File: config.mk
export PLATFORM = sky130hd
export DESIGN_NAME = free_slot_finder
export DESIGN_NICKNAME = d
export VERILOG_FILES = /design/src/fsf_pkg.sv /design/src/free_slot_finder.sv
export SDC_FILE = /design/constraint.sdc
export NUM_CORES = 2
export LEC_CHECK = 0
export BUFFER_PORTS_ARGS = -buffer_cell sky130_fd_sc_hd__buf_2
export CAP_MARGIN = 15
export CORE_UTILIZATION = 52
export CTS_BUF_LIST = sky130_fd_sc_hd__clkbuf_2
export CTS_CLUSTER_SIZE = 12
export DETAILED_ROUTE_END_ITERATION = 10
export PLACE_DENSITY = 0.65
export SYNTH_ARGS = -nofsm -noshare
export SYNTH_HDL_FRONTEND = slang
export SYNTH_SLANG_ARGS = --single-unit
File: constraint.sdc
create_clock -name clk -period 196.5 [get_ports clk]
set_clock_uncertainty 0.05 [all_clocks]
set_input_delay 9.825 -clock clk [delete_from_list [all_inputs] [get_ports clk]]
set_output_delay 9.825 -clock clk [all_outputs]
set_load 0.02 [all_outputs]
File: src/fsf_pkg.sv
// Shared constants for the free slot finder: field widths, day length default
// and the configuration register map. No dependencies.
`default_nettype none

package fsf_pkg;

    localparam int MINUTES_PER_DAY_DEF = 1440;
    localparam int MINUTES_PER_HOUR    = 60;

    localparam int HOUR_W   = 5;
    localparam int MINUTE_W = 6;
    localparam int SLOT_W   = 11;
    localparam int LEN_W    = 11;

    localparam int IN_TDATA_W  = 24;
    localparam int OUT_TDATA_W = 24;

    localparam int APB_ADDR_W = 2;
    localparam int APB_DATA_W = 32;

    localparam logic [APB_ADDR_W-1:0] REG_MIN_LENGTH = 2'd0;

    localparam logic OP_MARK = 1'b0;
    localparam logic OP_FIND = 1'b1;

    typedef logic [HOUR_W-1:0]   hour_t;
    typedef logic [MINUTE_W-1:0] minute_t;
    typedef logic [SLOT_W-1:0]   slot_t;

endpackage

`default_nettype wire

File: src/free_slot_finder.sv
// Free slot finder top level: minute busy map, mark and find sequencer, APB register.
// Depends on fsf_pkg.
//
// One busy bit per minute of the day lives in a single-port memory that is walked
// one minute per cycle. After reset a clearing pass writes every entry free, with
// s_tready low meanwhile (register writes are taken). A mark request writes the
// minutes from start up to but not including end, and none when end is not after start.
// A find request reads the map from the search start onward, one bit per cycle
// through the registered memory read, and stops at the minute that closes the
// qualifying run or at the end of day. One request is worked at a time; a finished
// result waits in the output register while the next request proceeds.
`default_nettype none

module free_slot_finder #(
    parameter int MINUTES_PER_DAY = fsf_pkg::MINUTES_PER_DAY_DEF
) (
    input  wire                                    clk,
    input  wire                                    rst_n,
    // s_tdata: start_hour[4:0], start_minute[10:5], end_hour[15:11],
    //          end_minute[21:16], zero pad [23:22]
    input  wire                                    s_tvalid,
    output logic                                   s_tready,
    input  wire  [fsf_pkg::IN_TDATA_W-1:0]         s_tdata,
    // s_tuser: operation[0]
    input  wire                                    s_tuser,
    // m_tdata: slot_start[10:0], slot_end[21:11], zero pad [23:22]
    output logic                                   m_tvalid,
    input  wire                                    m_tready,
    output logic [fsf_pkg::OUT_TDATA_W-1:0]        m_tdata,
    // m_tuser: found[0]
    output logic                                   m_tuser,
    input  wire                                    psel,
    input  wire                                    penable,
    input  wire                                    pwrite,
    input  wire  [fsf_pkg::APB_ADDR_W-1:0]         paddr,
    input  wire  [fsf_pkg::APB_DATA_W-1:0]         pwdata,
    output logic [fsf_pkg::APB_DATA_W-1:0]         prdata,
    output logic                                   pready
);

    localparam int AW = $clog2(MINUTES_PER_DAY + 1);
    localparam int IW = $clog2(MINUTES_PER_DAY);
    localparam int CW = (AW > fsf_pkg::SLOT_W) ? AW : fsf_pkg::SLOT_W;
    localparam logic [AW-1:0] DAY_END  = AW'(MINUTES_PER_DAY);
    localparam logic [AW-1:0] LAST_MIN = AW'(MINUTES_PER_DAY - 1);

    localparam logic [2:0] S_CLEAR = 3'd0;
    localparam logic [2:0] S_IDLE  = 3'd1;
    localparam logic [2:0] S_MARK  = 3'd2;
    localparam logic [2:0] S_FIND  = 3'd3;
    localparam logic [2:0] S_WAIT  = 3'd4;

    logic [2:0]                   state_reg, state_next;
    logic [AW-1:0]                ptr_reg, ptr_next;
    logic [AW-1:0]                end_reg, end_next;
    logic [AW-1:0]                pos_reg, pos_next;
    logic                         dv_reg, dv_next;
    logic                         in_run_reg, in_run_next;
    logic [AW-1:0]                run_start_reg, run_start_next;
    logic                         found_reg, found_next;
    logic [AW-1:0]                res_start_reg, res_start_next;
    logic [AW-1:0]                res_end_reg, res_end_next;
    logic                         m_tvalid_reg, m_tvalid_next;
    logic                         m_found_reg, m_found_next;
    fsf_pkg::slot_t               m_start_reg, m_start_next;
    fsf_pkg::slot_t               m_end_reg, m_end_next;
    logic [fsf_pkg::LEN_W-1:0]    min_length_reg;

    logic                         busy_map [MINUTES_PER_DAY];
    logic                         rdata_reg;
    logic                         mem_we;
    logic                         mem_wdata;
    logic                         rd_en;

    fsf_pkg::hour_t               in_start_hour, in_end_hour;
    fsf_pkg::minute_t             in_start_minute, in_end_minute;
    logic [AW-1:0]                start_min, end_min;
    logic                         accept;
    logic                         at_end;
    logic                         long_enough;
    logic [AW-1:0]                run_len;

    function automatic logic [AW-1:0] to_minutes(input fsf_pkg::hour_t hour,
                                                 input fsf_pkg::minute_t minute);
        logic [fsf_pkg::SLOT_W-1:0] raw;
        raw = fsf_pkg::SLOT_W'(hour) * fsf_pkg::SLOT_W'(fsf_pkg::MINUTES_PER_HOUR)
            + fsf_pkg::SLOT_W'(minute);
        if (CW'(raw) > CW'(MINUTES_PER_DAY))
        begin
            return DAY_END;
        end
        return AW'(raw);
    endfunction

    assign in_start_hour   = s_tdata[4:0];
    assign in_start_minute = s_tdata[10:5];
    assign in_end_hour     = s_tdata[15:11];
    assign in_end_minute   = s_tdata[21:16];

    assign start_min = to_minutes(in_start_hour, in_start_minute);
    assign end_min   = to_minutes(in_end_hour, in_end_minute);

    assign s_tready = (state_reg == S_IDLE);
    assign accept   = s_tvalid && s_tready;

    assign m_tvalid = m_tvalid_reg;
    assign m_tuser  = m_found_reg;
    assign m_tdata  = {{(fsf_pkg::OUT_TDATA_W - 2 * fsf_pkg::SLOT_W){1'b0}},
                       m_end_reg, m_start_reg};

    // APB register
    assign pready = 1'b1;
    assign prdata = (paddr == fsf_pkg::REG_MIN_LENGTH)
                  ? fsf_pkg::APB_DATA_W'(min_length_reg) : '0;

    always_ff @(posedge clk or negedge rst_n)
    begin
        if (!rst_n)
        begin
            min_length_reg <= '0;
        end
        else if (psel && penable && pwrite && pready && (paddr == fsf_pkg::REG_MIN_LENGTH))
        begin
            min_length_reg <= pwdata[fsf_pkg::LEN_W-1:0];
        end
    end

    // busy map memory
    assign mem_we    = (state_reg == S_CLEAR) || (state_reg == S_MARK);
    assign mem_wdata = (state_reg == S_MARK);
    assign rd_en     = (state_reg == S_FIND) && (ptr_reg != DAY_END);

    always_ff @(posedge clk)
    begin
        if (mem_we)
        begin
            busy_map[ptr_reg[IW-1:0]] <= mem_wdata;
        end
        if (rd_en)
        begin
            rdata_reg <= busy_map[ptr_reg[IW-1:0]];
        end
    end

    // run evaluation on the bit returned from the map
    assign at_end      = (pos_reg == DAY_END);
    assign run_len     = pos_reg - run_start_reg;
    assign long_enough = in_run_reg && (CW'(run_len) >= CW'(min_length_reg));

    always_comb
    begin
        state_next     = state_reg;
        ptr_next       = ptr_reg;
        end_next       = end_reg;
        pos_next       = pos_reg;
        dv_next        = dv_reg;
        in_run_next    = in_run_reg;
        run_start_next = run_start_reg;
        found_next     = found_reg;
        res_start_next = res_start_reg;
        res_end_next   = res_end_reg;
        m_tvalid_next  = m_tvalid_reg;
        m_found_next   = m_found_reg;
        m_start_next   = m_start_reg;
        m_end_next     = m_end_reg;

        if (m_tvalid_reg && m_tready)
        begin
            m_tvalid_next = 1'b0;
        end

        unique case (state_reg)
            S_CLEAR:
            begin
                ptr_next = ptr_reg + 1'b1;
                if (ptr_reg == LAST_MIN)
                begin
                    state_next = S_IDLE;
                end
            end
            S_IDLE:
            begin
                if (accept)
                begin
                    ptr_next = start_min;
                    end_next = end_min;
                    if (s_tuser == fsf_pkg::OP_FIND)
                    begin
                        dv_next     = 1'b0;
                        in_run_next = 1'b0;
                        state_next  = S_FIND;
                    end
                    else if (end_min > start_min)
                    begin
                        state_next = S_MARK;
                    end
                end
            end
            S_MARK:
            begin
                ptr_next = ptr_reg + 1'b1;
                if (ptr_next == end_reg)
                begin
                    state_next = S_IDLE;
                end
            end
            S_FIND:
            begin
                pos_next = ptr_reg;
                dv_next  = 1'b1;
                if (ptr_reg != DAY_END)
                begin
                    ptr_next = ptr_reg + 1'b1;
                end
                if (dv_reg)
                begin
                    if (at_end || rdata_reg)
                    begin
                        in_run_next = 1'b0;
                        if (long_enough)
                        begin
                            found_next     = 1'b1;
                            res_start_next = run_start_reg;
                            res_end_next   = pos_reg;
                            state_next     = S_WAIT;
                        end
                        else if (at_end)
                        begin
                            found_next     = 1'b0;
                            res_start_next = '0;
                            res_end_next   = '0;
                            state_next     = S_WAIT;
                        end
                    end
                    else if (!in_run_reg)
                    begin
                        in_run_next    = 1'b1;
                        run_start_next = pos_reg;
                    end
                end
            end
            S_WAIT:
            begin
                if (!m_tvalid_reg || m_tready)
                begin
                    m_tvalid_next = 1'b1;
                    m_found_next  = found_reg;
                    m_start_next  = fsf_pkg::SLOT_W'(res_start_reg);
                    m_end_next    = fsf_pkg::SLOT_W'(res_end_reg);
                    state_next    = S_IDLE;
                end
            end
            default:
            begin
                state_next = S_IDLE;
            end
        endcase
    end

    always_ff @(posedge clk or negedge rst_n)
    begin
        if (!rst_n)
        begin
            state_reg    <= S_CLEAR;
            ptr_reg      <= '0;
            dv_reg       <= 1'b0;
            in_run_reg   <= 1'b0;
            m_tvalid_reg <= 1'b0;
        end
        else
        begin
            state_reg    <= state_next;
            ptr_reg      <= ptr_next;
            dv_reg       <= dv_next;
            in_run_reg   <= in_run_next;
            m_tvalid_reg <= m_tvalid_next;
        end
    end

    always_ff @(posedge clk)
    begin
        end_reg       <= end_next;
        pos_reg       <= pos_next;
        run_start_reg <= run_start_next;
        found_reg     <= found_next;
        res_start_reg <= res_start_next;
        res_end_reg   <= res_end_next;
        m_found_reg   <= m_found_next;
        m_start_reg   <= m_start_next;
        m_end_reg     <= m_end_next;
    end

endmodule

`default_nettype wire
# Word-level counts from Yosys, hierarchy flattened
# Memory sizes are Yosys's and may differ from the RTL's. A register that Yosys moved wholly into a read port is not among the register bits.
# Index checks and enable logic that the tools add are counted.
# word_totals
out_inout_bits	60
in_bits	66
ram_bits	1440
latch_bits	0
regBits	107
n_memories	1
rom_bits	0
# classes
n_eq_ne	18
multipliers	2
n_shift	0
bitwise	2
n_div	0
reduce_logical	25
muxes	36
magnitude_cmp	4
add_sub_neg	4
# mem_list
memory	depth	word_bits	read_ports	rd_ports_with_merged_regs	write_ports	line_no	source
busy_map	1440	1	1	1	1	free_slot_finder.sv:69	logic busy_map [MINUTES_PER_DAY];
# op_table
op	count
2-to-1 mux 11 bit	10
case mux 11 bit (3 select lines)	1
2-to-1 mux 3 bit	10
adder 11 x 6 -> 11 bit	2
equality test 11 bit, second input constant	2
> comparator 11 bit, second input constant	2
multiplier 5 x 4 -> 9 bit, second input constant	2
case mux 3 bit (5 select lines)	1
2-to-1 mux 1 bit	12
inequality test 2 x 1 -> 1 bit, second input constant	6
AND reduction 4 bit	3
adder 11 x 1 -> 11 bit, second input constant	1
equality test 11 bit	1
greater-or-equal comparator 11 bit	1
> comparator 11 bit	1
inequality test 11 bit, second input constant	1
subtractor 11 bit	1
AND reduction 8 bit	1
logical AND 1 bit	7
equality test 3 x 2 -> 1 bit, second input constant	2
AND reduction 3 bit	2
inequality test 2 bit, second input constant	2
case mux 1 bit (2 select lines)	2
AND reduction 2 bit	2
other kinds (12)	16

# Depth between registers and ports, before layout
# depth
depth_word	10
ltp_mapped	23

# Least setup slack after synthesis
# OpenSTA, ideal clock, no wires.
# synth_path
path_type	flip-flop to flip-flop
startpoint	register state_reg[1]
endpoint	memory busy_map[0] (data pin)
setup_ns	10.824
n_path_buf	1
period_less_slack_ns	65.644
arrival_ns	54.770
path_slack_ns	130.856
stages_incl_launch_ff	4
path_cell_list	dfrtp_1 -> clkbuf_1 -> inv_1 -> nor3_1
# synth_via
elab_chain_cells	1
# synth_lines
item	line_no	source
start: declaration	free_slot_finder.sv:53	logic [2:0] state_reg, state_next;
start signal: assignment	free_slot_finder.sv:272	state_reg <= state_next;
equality test 3 x 2 -> 1 bit	free_slot_finder.sv:130	assign mem_wdata = (state_reg == S_MARK);
named net mem_wdata	free_slot_finder.sv:72	logic mem_wdata;
end: declaration	free_slot_finder.sv:69	
# The timed path passes the listed nets, and every way through them passes these cells.

# Worst setup path in the final report
# layout_path
startpoint	input paddr[1] (netlist name)
endpoint	output prdata[0] (netlist name)
# layout_via
elab_chain_cells	2
# layout_lines
item	line_no	source
start: declaration	free_slot_finder.sv:35	input wire [fsf_pkg::APB_ADDR_W-1:0] paddr,
zero test 2 bit	free_slot_finder.sv:113	assign prdata = (paddr == fsf_pkg::REG_MIN_LENGTH)
2-to-1 mux 11 bit	free_slot_finder.sv:114	? fsf_pkg::APB_DATA_W'(min_length_reg) : '0;
end: declaration	free_slot_finder.sv:37	output logic [fsf_pkg::APB_DATA_W-1:0] prdata,
# Every way passes these cells.

==> results.txt <==
----------------------------------------------------
[Power]
  Static Leakage ... 25.5 nW
  Power per cell area ... 12.7 nW/um^2
  Max rail drop VDD ... 12.9 uV
  Pwr Total ... 0.937 mW

[Detailed routing]
  Post-detailed-route wirelength per cell ... 26.6 um
  1st-pass router iterations ... 6
  Detailed-routed wire length on met3 ... 19700 um
  Total number of vias ... 44996
  Detail Route met2 WL ... 93300 um
  DRC violation count after routing ... 0
  Drt first-iter violations ... 5364
  Number of vias per cell ... 6.10
  Wire length on met1 ... 76500 um
  Routed WL ... 196000 um
  Number of antenna-violating nets in the routed design ... 0
  Uppermost routed layer ... met5

[Placed design]
  Instance area at placement ... 70500 um^2
  Detail Placement HPWL ... 93600 um
  Final weighted congestion in routability-driven placement ... 0.805
  Port Buf Inserts ... 78
  Worst-case setup slack after placement ... 176.17 ns

[Logic synthesis]
  Synthesized instance count ... 5261
  Predominant post-synthesis flop cell ... sky130_fd_sc_hd__edfxtp_1
  Yosys synthesis warning count ... 0
  Fraction of synthesis flops using an asynchronous set or reset pin ... 1.81%
  Count of flip-flops with a built-in enable after synthesis ... 1520
  Avg Inst Size Synth ... 13.1 um^2
  Fraction of the yosys area taken by sequential cells ... 67.3%
  Synth Cell Area ... 68900 um^2
  Library cells used by synthesis ... 77
  Library cell occupying the most area in the post-synthesis netlist ... sky130_fd_sc_hd__edfxtp_1
  Fraction of post-synthesis cell area in the top cell type by area ... 66.2%
  Leading cell types by total area after synthesis ... sky130_fd_sc_hd__edfxtp_1 66%, sky130_fd_sc_hd__mux2i_1 8.2%, sky130_fd_sc_hd__nor2_1 8.0%, sky130_fd_sc_hd__mux4_2 2.6%, sky130_fd_sc_hd__o22ai_1 2.5%
  Total of flip-flops plus latches after synthesis ... 1548

[Layout]
  Total area of sequential cells ... 46400 um^2
  Syn-to-layout area delta ... 7.00%
  Share of cells above drive strength 1 ... 16.5%
  Area of all placed cells without fillers ... 73700 um^2
  Final-stage net count ... 5528
  Commonest cells after routing, fill and taps aside ... 1520 x sky130_fd_sc_hd__edfxtp_1, 1475 x sky130_fd_sc_hd__nor2_1, 569 x sky130_fd_sc_hd__clkbuf_2
  Most common cell after layout, fill and taps aside ... sky130_fd_sc_hd__edfxtp_1
  Number of filler cells placed in the layout ... 11191
  Multi-input combinational cell area ... 20600 um^2
  Max reg flops ... 1440

[Clock network]
  Total of cells resized after clock tree synthesis ... 0
  Clock latency at the later pin of the worst-skew pair ... 1.78 ns
  TritonCTS clock tree ... done
  Hold buffer count at cts ... 0
  Clock Pin Slew Worst Setup and Hold Paths ... 0.10 ns
  CTS H-Tree Depth ... 5
  Root cell of the clock tree ... sky130_fd_sc_hd__clkbuf_2
  Largest buffer count on any clock path ... 4
  Setup Buffers After CTS ... 0
  Clock net sink count ... 1548
  Total clock buffers created by CTS ... 398

[Timing]
  Portion of the clock cycle consumed by the worst path in the final layout ... 10.3%
  Setup repair after global routing missed its margin ... false
  Post-layout min period ... 20.33 ns
  Setup TNS Final ... 0 ns
  Final setup violating endpoints ... 0
  Top achievable clock speed ... 0.0492 GHz
  Worst Tran Pin Value ... 1.32 ns
  Max-slew violation count ... 0
  Headroom to the max-slew limit ... 11.9%
  Final critical-path setup slack ... 176.17 ns
  Final Hold Fails ... 0
  WHS ... 0.360 ns

[Setup path]
  Category of the worst setup path launch point ... input pin
  WP data arrival ... 10.45 ns
  Data required time at the worst endpoint ... 186.62 ns
  Critical Path Fanout Max ... 11
  Worst setup EP type ... output pin
  Startpoint-to-endpoint class of the critical path ... input pin to output pin

[Global routing]
  Wire length of the first global-routing pass ... 283000 um
  All-Layer GR Usage ... 28.9%
  Largest net degree at the start of global routing ... 302
  Number of antenna violations at the first check in global routing ... 3
  Total overflow reported by the global router ... 0
  Via count of the first global-routing pass ... 43099

[Floorplanning]
  Core area ... 131000 um^2
  Rows ... 133
  Initial core utilization ... 52.4%
  X dimension of the die ... 366 um
  Die H ... 366 um
  IO Count ... 126
  Total die area ... 134000 um^2

[Hold path]
  Hold Path Class ... register to register

[Flow run]
  Max_cap viols ... 0

[Run status]
  Status ... finished clean

----------------------------------------------------
[logic make-up after synthesis]
family	synth area share (%)
flops	67.3
compound gates	4.37
other cells	0.0109
xor+xnor	0.541
simple gates	11.4
mux	11.1
fa+ha+maj	1.73
buf+inv	3.60
[through the flow]
stage	utilization [%]	cells
floorplan	-	5283
global placement	53.6	6730
detailed placement	53.6	6730
CTS	56.0	7364
global route	56.1	7371
finish	56.1	7372
[power by group]
group,internal [mW],leakage (nW),switching (mW)
Combinational,0.104,8.71,0.211
Sequential,0.410,14.3,0.00758
Clock,0.0770,2.50,0.127
[worst max-delay path, cell delays in order]
cell and delay (ns):
sky130_fd_sc_hd__buf_2 0.16, sky130_fd_sc_hd__nor2_1 0.17, sky130_fd_sc_hd__and2_1 0.14, sky130_fd_sc_hd__buf_2 0.15
[final cells by class]
class	instances	area share, %
clock inverter	65	0.380
inverter	75	0.382
multi-input combinational	3178	27.9
sequential	1548	62.9
antenna	6	0.0204
timing repair buffer	176	1.62
tap	1755	2.98
clock buffer	569	3.86
[cell usage after synthesis (5+ instances only)]
cell type / count
sky130_fd_sc_hd__dfrtp_1: 28
sky130_fd_sc_hd__nor3_1: 32
sky130_fd_sc_hd__nand4bb_1: 5
sky130_fd_sc_hd__o21a_1: 6
sky130_fd_sc_hd__fa_1: 17
sky130_fd_sc_hd__xor2_1: 14
sky130_fd_sc_hd__ha_1: 68
sky130_fd_sc_hd__buf_6: 13
sky130_fd_sc_hd__nor2b_1: 23
sky130_fd_sc_hd__nor4_1: 68
sky130_fd_sc_hd__o22ai_1: 278
sky130_fd_sc_hd__and3_1: 10
sky130_fd_sc_hd__buf_2: 77
sky130_fd_sc_hd__inv_1: 75
sky130_fd_sc_hd__a21o_1: 13
sky130_fd_sc_hd__mux2_2: 17
sky130_fd_sc_hd__o21ai_0: 34
sky130_fd_sc_hd__edfxtp_1: 1520
sky130_fd_sc_hd__nand4_1: 16
sky130_fd_sc_hd__mux4_2: 80
sky130_fd_sc_hd__nand2_1: 165
sky130_fd_sc_hd__buf_1: 22
sky130_fd_sc_hd__mux2i_1: 567
sky130_fd_sc_hd__nand3_1: 16
sky130_fd_sc_hd__clkbuf_1: 317
sky130_fd_sc_hd__nor3b_1: 11
sky130_fd_sc_hd__a22o_1: 10
sky130_fd_sc_hd__buf_4: 51
sky130_fd_sc_hd__nor2_1: 1476
sky130_fd_sc_hd__a21oi_1: 42
sky130_fd_sc_hd__a22oi_1: 31
sky130_fd_sc_hd__and2_1: 41
sky130_fd_sc_hd__xnor2_1: 26
[worst paths after layout]
kind	from	endpoint	slack, ns	cells past startpoint
max	paddr[1]	prdata[0]	176.17	4
min	res_start_reg[0]	m_start_reg[0]	0.36	0
max reg2reg	ptr_reg[0]	rdata_reg	189.77	12
min reg2reg	res_start_reg[0]	m_start_reg[0]	0.36	0
max in group asynchronous	rst_n	ptr_reg[0]	187.77	1
min in group asynchronous	rst_n	min_length_reg[6]	8.12	1
[routing by layer]
metal  up-vias  global-route usage, %
li1      19400                      -
met1     22720                   39.5
met2      2417                   46.3
met3       457                   4.78
met4         2                   11.8
met5         -                      0
(Power assumes the default switching activity.)
